[config.mk]
export PLATFORM = sky130hd
export DESIGN_NAME = ghbp_ctrl
export DESIGN_NICKNAME = d
export VERILOG_FILES = /design/src/rtl/core/geometric_history_branch_predictor_assert.svh /design/src/rtl/core/ghbp_pkg.sv /design/src/rtl/core/ghbp_ctrl.sv
export SDC_FILE = /design/constraint.sdc
export NUM_CORES = 1
export LEC_CHECK = 0
export ABC_CLOCK_PERIOD_IN_PS = 1500
export BUFFER_PORTS_ARGS = -buffer_cell sky130_fd_sc_hd__buf_2
export CAP_MARGIN = 20
export CORE_AREA = 2 2 39 41
export CTS_CLUSTER_DIAMETER = 120
export DETAILED_ROUTE_END_ITERATION = 6
export DIE_AREA = 0 0 41 43
export GPL_ROUTABILITY_DRIVEN = 0
export HOLD_SLACK_MARGIN = 0.15
export SYNTH_ARGS = -nofsm -noshare
export SYNTH_HDL_FRONTEND = slang
export SYNTH_SLANG_ARGS = --single-unit
[constraint.sdc]
create_clock -name i_clk -period 1.5 [get_ports i_clk]
set_input_delay 0.075 -clock i_clk [delete_from_list [all_inputs] [get_ports i_clk]]
set_output_delay 0.075 -clock i_clk [all_outputs]
set_load 0.01 [all_outputs]
[src/rtl/core/geometric_history_branch_predictor_assert.svh]
// ----------------------------------------------------------------------------
// Assertion macros for the geometric history branch predictor
// Clocked on i_clk, disabled while i_rst_n is low.
// ----------------------------------------------------------------------------
`ifndef GEOMETRIC_HISTORY_BRANCH_PREDICTOR_ASSERT_SVH
`define GEOMETRIC_HISTORY_BRANCH_PREDICTOR_ASSERT_SVH

// Consequent must hold in the same cycle as the antecedent.
`define GHBP_ASSERT_NOW(label, ante, cons) \
    label: assert property (@(posedge i_clk) disable iff (!i_rst_n) \
        (ante) |-> (cons)) else $error("assertion failed: same-cycle check");

// Consequent must hold in the cycle after the antecedent.
`define GHBP_ASSERT_NEXT(label, ante, cons) \
    label: assert property (@(posedge i_clk) disable iff (!i_rst_n) \
        (ante) |=> (cons)) else $error("assertion failed: next-cycle check");

`endif

[src/rtl/core/ghbp_pkg.sv]
// ----------------------------------------------------------------------------
// ghbp_pkg
// Constants, types and helper functions of the geometric history predictor.
// ----------------------------------------------------------------------------
`default_nettype none

package ghbp_pkg;

    localparam int NUM_TABLES    = 8;
    localparam int INDEX_BITS    = 10;
    localparam int COUNTER_LIMIT = 32;

    localparam int PC_W     = 32;
    localparam int VOTE_W   = 9;
    localparam int TBL_SIZE = 1 << INDEX_BITS;
    localparam int CNT_W    = $clog2(COUNTER_LIMIT) + 1;
    localparam int SUM_W    = CNT_W + $clog2(NUM_TABLES) + 1;

    localparam int unsigned HIST_LEN [8] = '{0, 4, 8, 32, 64, 34, 55, 89};

    typedef logic        [INDEX_BITS-1:0] t_idx;
    typedef logic signed [CNT_W-1:0]      t_cnt;
    typedef logic signed [SUM_W-1:0]      t_sum;
    typedef logic signed [VOTE_W-1:0]     t_vote;

    localparam t_cnt CNT_MAX = t_cnt'(COUNTER_LIMIT - 1);
    localparam t_cnt CNT_MIN = t_cnt'(-COUNTER_LIMIT);

    typedef enum logic [2:0] {
        ST_CLEAR,
        ST_IDLE,
        ST_READ,
        ST_SUM,
        ST_WRITE
    } t_state;

    typedef struct packed {
        logic clear;   // zero one row of every table
        logic load;    // capture the input beat and form the indices
        logic read;    // read the indexed counters
        logic sum;     // add up the vote
        logic commit;  // write back, shift history, load the output register
    } t_dp_cmd;

    typedef struct packed {
        logic clear_last;
    } t_dp_stat;

    // History bits that reach table t's index.
    function automatic t_idx hist_mask(input int t);
        t_idx m;
        m = '0;
        for (int i = 0; i < INDEX_BITS; i++) begin
            m[i] = (i < HIST_LEN[t[2:0]]);
        end
        return m;
    endfunction

    // Saturating step toward the outcome.
    function automatic t_cnt cnt_step(input t_cnt c, input logic up);
        t_cnt r;
        r = c;
        if (up) begin
            if (c < CNT_MAX) r = c + t_cnt'(1);
        end else begin
            if (c > CNT_MIN) r = c - t_cnt'(1);
        end
        return r;
    endfunction

endpackage

`default_nettype wire

[src/rtl/core/ghbp_ctrl.sv]
// ----------------------------------------------------------------------------
// ghbp_ctrl
// Sequencer: clearing pass after reset, then read, sum and commit per item.
// ----------------------------------------------------------------------------
`default_nettype none

module ghbp_ctrl (
    input  wire logic               i_clk,
    input  wire logic               i_rst_n,
    input  wire logic               i_in_valid,
    output logic                    o_in_ready,
    output logic                    o_out_valid,
    input  wire logic               i_out_ready,
    output ghbp_pkg::t_dp_cmd       o_cmd,
    input  wire ghbp_pkg::t_dp_stat i_stat
);
    import ghbp_pkg::*;

    t_state r_state, n_state;
    logic   r_out_valid, n_out_valid;
    logic   w_out_free;

    assign w_out_free  = !r_out_valid || i_out_ready;
    assign o_out_valid = r_out_valid;

    always_ff @(posedge i_clk) begin
        if (!i_rst_n) begin
            r_state     <= ST_CLEAR;
            r_out_valid <= 1'b0;
        end else begin
            r_state     <= n_state;
            r_out_valid <= n_out_valid;
        end
    end

    always_comb begin
        n_state    = r_state;
        o_cmd      = '0;
        o_in_ready = 1'b0;
        unique case (r_state)
            ST_CLEAR: begin
                o_cmd.clear = 1'b1;
                if (i_stat.clear_last) n_state = ST_IDLE;
            end
            ST_IDLE: begin
                o_in_ready = 1'b1;
                if (i_in_valid) begin
                    o_cmd.load = 1'b1;
                    n_state    = ST_READ;
                end
            end
            ST_READ: begin
                o_cmd.read = 1'b1;
                n_state    = ST_SUM;
            end
            ST_SUM: begin
                o_cmd.sum = 1'b1;
                n_state   = ST_WRITE;
            end
            ST_WRITE: begin
                // hold until the output register can take the beat
                if (w_out_free) begin
                    o_cmd.commit = 1'b1;
                    n_state      = ST_IDLE;
                end
            end
            default: n_state = ST_CLEAR;
        endcase
    end

    always_comb begin
        if (o_cmd.commit)     n_out_valid = 1'b1;
        else if (i_out_ready) n_out_valid = 1'b0;
        else                  n_out_valid = r_out_valid;
    end

endmodule

`default_nettype wire

==> results.sh, run 1 <==
export IMPL_row_count=14
export IMPL_skew_ns=0.000134
export IMPL_power_density_nw_per_um2=936
export IMPL_post_cts_resized=0
export IMPL_synth_area_leader_cell="dfxtp_1"
export IMPL_synth_cell_types=14
export IMPL_dpl_cell_count=48
export IMPL_final_cell_count_no_fill=52
export IMPL_tightest_slew_ns=0.253
export IMPL_swShare=0.239
export IMPL_synth_area_um2=216
export IMPL_ant_nets=0
export IMPL_ios=12
export IMPL_pwr_share_comb=0.153
export IMPL_grt_overflow_total=0
export IMPL_dieArea_um2=1760
export IMPL_insertion_delay_ns=0.23
export IMPL_cp_required_ns=1.42
export IMPL_syn_num_nets=27
export IMPL_startpoint_type="register"
export IMPL_ys_seq_elements=4
export IMPL_status="finished clean"
export IMPL_seq_area_frac_synth=0.370
export IMPL_synth_warnings=0
export IMPL_nets=43
export IMPL_synth_top_cell_area_share=0.370
export IMPL_crit_family="flip-flops"
export IMPL_tns_ns=0
export IMPL_num_fill_cells=160
export IMPL_die_h_um=43
export IMPL_routedWlPerCell_um=8.44
export IMPL_slew_headroom=0.831
export IMPL_yosys_top_cells_area="dfxtp_1, nor3b_2, nor3_1"
export IMPL_clockRootBuffer="clkbuf_4"
export IMPL_pwr_share_clk=0.442
export IMPL_n_antenna_cell=0
export IMPL_worst_endpoint_arrival_ns=1.17
export IMPL_finalMaxSlewViolations=0
export IMPL_finalCriticalPeriod_ns=1.24
export IMPL_syn_avg_cell_area_um2=9.84
export IMPL_hpwlAfterDp_um=371
export IMPL_path_clk_slew_ns=0.04
export IMPL_path_class="register to output pin"
export IMPL_cts_buffers_inserted=3
export IMPL_slowest_delay_ns=0.41
export IMPL_start_util=0.156
export IMPL_internal_power_uw=225
export IMPL_path_cells="nand2b_1 -> nor3b_2 -> buf_2"
export IMPL_chipWidth_um=41
export IMPL_finalCritPeriodShare=0.827
export IMPL_clk_path_buf_depth=2
export IMPL_cts_sinks=4
export IMPL_drc=0
export IMPL_num_vias=198
export IMPL_drv_cap=0
export IMPL_grt_pass1_vias=195
export IMPL_cts_tree="built"
export IMPL_crit_path_top_delay_cell="dfxtp_1"
export IMPL_dr_pass1_iters=2
export IMPL_hp_class="input pin to register"
export IMPL_crit_fanout=6
export IMPL_fmax_mhz=806
export IMPL_hold_violations=0
export IMPL_ir_worst_vdd_v=0.000303
export IMPL_setup_viol=0
export IMPL_syn_inst=22
export IMPL_htreeDepth=1
export IMPL_drive_above_1_share=0.528
export IMPL_drt_iter0_markers=2
export IMPL_end_kind="output pin"
export IMPL_totalWireLength_um=439
export IMPL_grt_max_degree=9
export IMPL_power_frac_seq=0.406
export IMPL_portBuffers=11
export IMPL_antenna_found_initial=0
export IMPL_critPathBufInv=1
export IMPL_syn_to_final_growth_pct=46.2
export IMPL_viasPerCell=3.81
export IMPL_post_cts_buffers=0
export IMPL_core_area_um2=1380
export IMPL_p_leak_uw=0.000149
export IMPL_multi_input_area_um2=129
export IMPL_rsz0062_at_grt="no"
export IMPL_grt_pass1_wl_um=772
export IMPL_regArea_um2=80.1
export IMPL_net_switching_power_uw=71.0
export IMPL_track_usage=0.0733
sequential cells by signal, summed over array words and instances (netlist names):
register,count
r_state,3
o_out_valid,1
layout by cell type (no fill, tap or decap):
| cell | count |
|---|---|
| nor3_1 | 3 |
| nor3b_2 | 2 |
| o21a_1 | 2 |
| buf_2 | 11 |
| a21oi_1 | 1 |
| nor2b_1 | 1 |
| nor2b_4 | 1 |
| and3b_2 | 1 |
| nor2_1 | 2 |
| dfxtp_1 | 4 |
| dlygate4sd3_1 | 1 |
| nand2b_1 | 1 |
| and2b_2 | 1 |
| clkbuf_4 | 3 |
| o31a_1 | 1 |
| nor3b_1 | 1 |
routing by layer:
metal / GRT usage / vias up / share of wire
met5: 0 / - / 0
met4: 0.100 / 0 / 0
met3: 0.0314 / 0 / 0.089
met2: 0.0844 / 7 / 0.46
met1: 0.0804 / 83 / 0.46
li1: - / 108 / -
final cells by class:
type	instances	share of cell area
multi-input combinational	17	0.407
clock buffer	3	0.0711
sequential	4	0.253
tap	16	0.0632
timing repair buffer	12	0.206
Yosys cell counts:
cell type and instances:
nor2_1 2, and2b_2 1, nor3b_1 1, and3b_2 1
o31a_1 1, dfxtp_1 4, o21a_1 2, nor3_1 3
nor3b_2 2, buf_4 1, nor2b_4 1, nand2b_1 1
nor2b_1 1, a21oi_1 1
tightest hold or removal path, cell delays in order:
cell and delay [ns]:
buf_2 0.08, nor3b_2 0.19, o21a_1 0.13
path summary, 6_finish.rpt:
check | depth (start not counted) | slack (ns) | to | from
max | 3 | 0.26 | o_cmd[3] | r_state[0]
min | 3 | 0.28 | r_state[1] | i_in_valid
max reg2reg | 3 | 0.43 | r_state[0] | r_state[1]
min reg2reg | 2 | 0.65 | o_out_valid | o_out_valid
metrics by stage:
stage / power (uW) / util / hold WS (ns) / setup slack (ns) / cell area, um^2
2_1_floorplan: 146 / - / 0.193 / 0.434 / 216
3_3_place_gp: 166 / 0.205 / 0.334 / 0.437 / 284
3_5_place_dp: 166 / 0.205 / 0.334 / 0.424 / 284
4_1_cts: 306 / 0.229 / 0.273 / 0.231 / 317
5_1_grt: 325 / 0.229 / 0.292 / 0.126 / 317
6_report: 296 / 0.229 / 0.276 / 0.259 / 317
logic make-up (layout without fill, tap and decap cells):
logic type / Yosys count / after routing / synth area share
flops: 4 / 4 / 0.370
simple gates: 13 / 13 / 0.462
compound gates: 4 / 4 / 0.133
buf+inv: 1 / 15 / 0.0347
power groups by stage:
| stage | Clock (uW) | Combinational [uW] | Sequential (uW) |
|---|---|---|---|
| 2_1_floorplan | 0 | 25.6 | 120 |
| 3_3_place_gp | 0 | 43.9 | 122 |
| 3_5_place_dp | 0 | 44.5 | 122 |
| 4_1_cts | 139 | 46.5 | 120 |
| 5_1_grt | 153 | 51.3 | 121 |
| 6_report | 131 | 45.3 | 120 |
what timing repair did:
| action | 4_1_cts | 5_1_grt |
|---|---|---|
| setup endpoints to repair | 0 | 0 |
| hold buffers | 1 | 0 |
| hold endpoints to repair | 4 | 0 |
No activity file was read; power rests on OpenSTA's default activity.
==> run 2: changes to the inputs <==
--- a/config.mk
+++ b/config.mk
@@ -5,7 +5,8 @@
 export SDC_FILE = /design/constraint.sdc
 export NUM_CORES = 1
 export LEC_CHECK = 0
-export ABC_CLOCK_PERIOD_IN_PS = 1500
+export ABC_AREA = 1
+export ABC_CLOCK_PERIOD_IN_PS = 1000
 export BUFFER_PORTS_ARGS = -buffer_cell sky130_fd_sc_hd__buf_2
 export CAP_MARGIN = 20
 export CORE_AREA = 2 2 39 41
==> constraint.sdc (replaced) <==
create_clock -name i_clk -period 1 [get_ports i_clk]
set_input_delay 0.05 -clock i_clk [delete_from_list [all_inputs] [get_ports i_clk]]
set_output_delay 0.05 -clock i_clk [all_outputs]
set_load 0.01 [all_outputs]
==> results.sh, run 2 <==
export IMPL_status="complete, but fails checks"
export IMPL_violations="setup timing"
export IMPL_routedWlPerCell_um=9.04
export IMPL_final_cell_area_um2=495
export IMPL_hpwlAfterDp_um=503
export IMPL_grt_overflow_total=0
export IMPL_min_delay_path_depth=4
export IMPL_synth_area_um2=267
export IMPL_slowest_delay_ns=0.34
export IMPL_syn_to_final_growth_pct=85.9
export IMPL_setup_slack_ns=-0.133
export IMPL_drive_above_1_share=0.702
export IMPL_finalCritPeriodShare=1.13
export IMPL_rsz0062_at_grt="yes"
export IMPL_syn_num_nets=41
export IMPL_track_usage=0.0794
export IMPL_path_class="register to output pin"
export IMPL_critPathBufInv=2
export IMPL_grt_max_degree=7
export IMPL_end_kind="output pin"
export IMPL_clk_path_buf_depth=2
export IMPL_crit_family="flip-flops"
export IMPL_synth_cell_types=17
export IMPL_die_h_um=43
export IMPL_crit_path_top_delay_cell="dfxtp_4"
export IMPL_multi_input_area_um2=178
export IMPL_fmax_mhz=883
export IMPL_tightest_slew_ns=0.185
export IMPL_syn_inst=36
export IMPL_hp_class="input pin to register"
export IMPL_row_count=14
export IMPL_startpoint_type="register"
export IMPL_chipWidth_um=41
export IMPL_start_util=0.193
export IMPL_synth_warnings=0
export IMPL_hold_start="i_out_ready"
export IMPL_num_vias=296
export IMPL_rr_worst_depth=6
export IMPL_synth_top_cell_area_share=0.300
export IMPL_yosys_top_cells_area="dfxtp_1, nor3_2, nor2_1"
export IMPL_r2r_end="r_state[0]"
export IMPL_cts_tree="built"
export IMPL_ys_seq_elements=4
export IMPL_drt_iter0_markers=1
export IMPL_grt_pass1_wl_um=910
export IMPL_finalMaxSlewViolations=0
export IMPL_nets=64
export IMPL_synth_edf_count=0
export IMPL_tns_ns=-0.499
export IMPL_worst_endpoint_arrival_ns=1.08
export IMPL_holdPathEnd="r_state[2]"
export IMPL_place_area_um2=352
export IMPL_largest_register_ffs=3
export IMPL_clockRootBuffer="clkbuf_4"
export IMPL_cts_buffers_inserted=3
export IMPL_final_cell_mix="buf_2, nor2_1, buf_6, inv_1"
export IMPL_synth_most_common_cell="nor2_1"
export IMPL_p_leak_uw=0.000225
export IMPL_dieArea_um2=1760
export IMPL_syn_avg_cell_area_um2=7.40
export IMPL_drc=0
export IMPL_power_density_nw_per_um2=1130
export IMPL_num_fill_cells=165
export IMPL_ant_nets=0
export IMPL_dr_pass1_iters=2
export IMPL_final_util=0.358
export IMPL_drv_cap=0
export IMPL_setup_viol=8
export IMPL_ir_worst_vdd_v=0.000460
export IMPL_hold_violations=0
export IMPL_crit_fanout=4
export IMPL_synth_area_leader_cell="dfxtp_1"
export IMPL_portBuffers=11
export IMPL_regArea_um2=92.6
export IMPL_path_clk_slew_ns=0.03
export IMPL_n_antenna_cell=0
export IMPL_synth_ff_type="dfxtp_1"
export IMPL_viasPerCell=4.05
export IMPL_slew_headroom=0.876
export IMPL_totalWireLength_um=660
export IMPL_ys_top_cells_by_count="nor2_1, inv_1, dfxtp_1, nor3_2"
export IMPL_regMostFlops="r_state"
export IMPL_finalCriticalPeriod_ns=1.13
export IMPL_layout_commonest_cell="buf_2"
export IMPL_skew_ns=0.000206
export IMPL_htreeDepth=1
export IMPL_seq_area_frac_synth=0.300
export IMPL_r2r_slack_ns=-0.02
export IMPL_ios=12
export IMPL_antenna_found_initial=0
export IMPL_path_cells="buf_6 -> nor4_2 -> buf_2"
export IMPL_grt_pass1_vias=257
export IMPL_async_flop_share=0
export IMPL_insertion_delay_ns=0.23
export IMPL_cts_sinks=4
export IMPL_cp_required_ns=0.95
export IMPL_r2r_start="r_state[0]"
export IMPL_core_area_um2=1380
-- run 2: power breakdown --
part           internal [uW]  switching (uW)
registers                170            21.7
logic                   85.6            88.1
clock network            134            58.8
-- run 2: metal layers --
metal / share of wire / global-route usage
met2: 0.50 / 0.113
met1: 0.42 / 0.0903
met3: 0.044 / 0.0157
met4: 0.029 / 0.0800
met5: 0 / 0
-- run 2: repair_timing --
| action | 4_1_cts | 5_1_grt |
|---|---|---|
| endpoints found under the setup margin | 8 | 9 |
| endpoints found under the hold margin | 4 | 0 |
| gates resized for setup | 10 | 12 |
| buffers inserted | 1 | 4 |
| hold buffers | 1 | 0 |
| pin swaps | 2 | 9 |
-- run 2: area by class of cell --
cell class	count	share of cell area
multi-input cells	22	0.359
repair buffers	20	0.303
flip-flops and latches	4	0.187
inverters	8	0.0657
clock buffers	3	0.0455
well taps	16	0.0404
-- run 2: worst min-delay path, cell delays in order --
cell and delay (ns):
buf_2 0.10, nor2_4 0.04, nand3_2 0.08, a21oi_2 0.06
-- run 2: how the worst max path moves through the flow --
stage / end / slack, ns / cells past startpoint / from
3_3_place_gp: r_state[1] / 0.004 / 4 / r_state[2]
4_1_cts: o_cmd[0] / -0.17 / 4 / r_state[1]
5_1_grt: o_cmd[3] / -0.18 / 3 / r_state[2]
3_5_place_dp: r_state[0] / -0.0006 / 5 / r_state[0]
6_report: o_cmd[3] / -0.13 / 3 / r_state[2]
2_1_floorplan: r_state[1] / 0.01 / 4 / r_state[2]
-- run 2: kinds of logic (layout without fill, tap and decap cells) --
| group | Yosys count | count (layout) | synth area share |
|---|---|---|---|
| compound gates | 2 | 2 | 0.0376 |
| flops | 4 | 4 | 0.300 |
| buf+inv | 10 | 31 | 0.160 |
| simple gates | 20 | 20 | 0.502 |
-- run 2: stage by stage --
step | hold WS (ns) | power [uW] | setup WS (ns) | instances
finish | 0.142 | 558 | -0.133 | 73
global route | 0.155 | 590 | -0.176 | 73
CTS | 0.135 | 545 | -0.169 | 69
detailed placement | 0.334 | 319 | -0.000600 | 64
global placement | 0.328 | 317 | 0.00419 | 64
floorplan | 0.198 | 272 | 0.00990 | 36
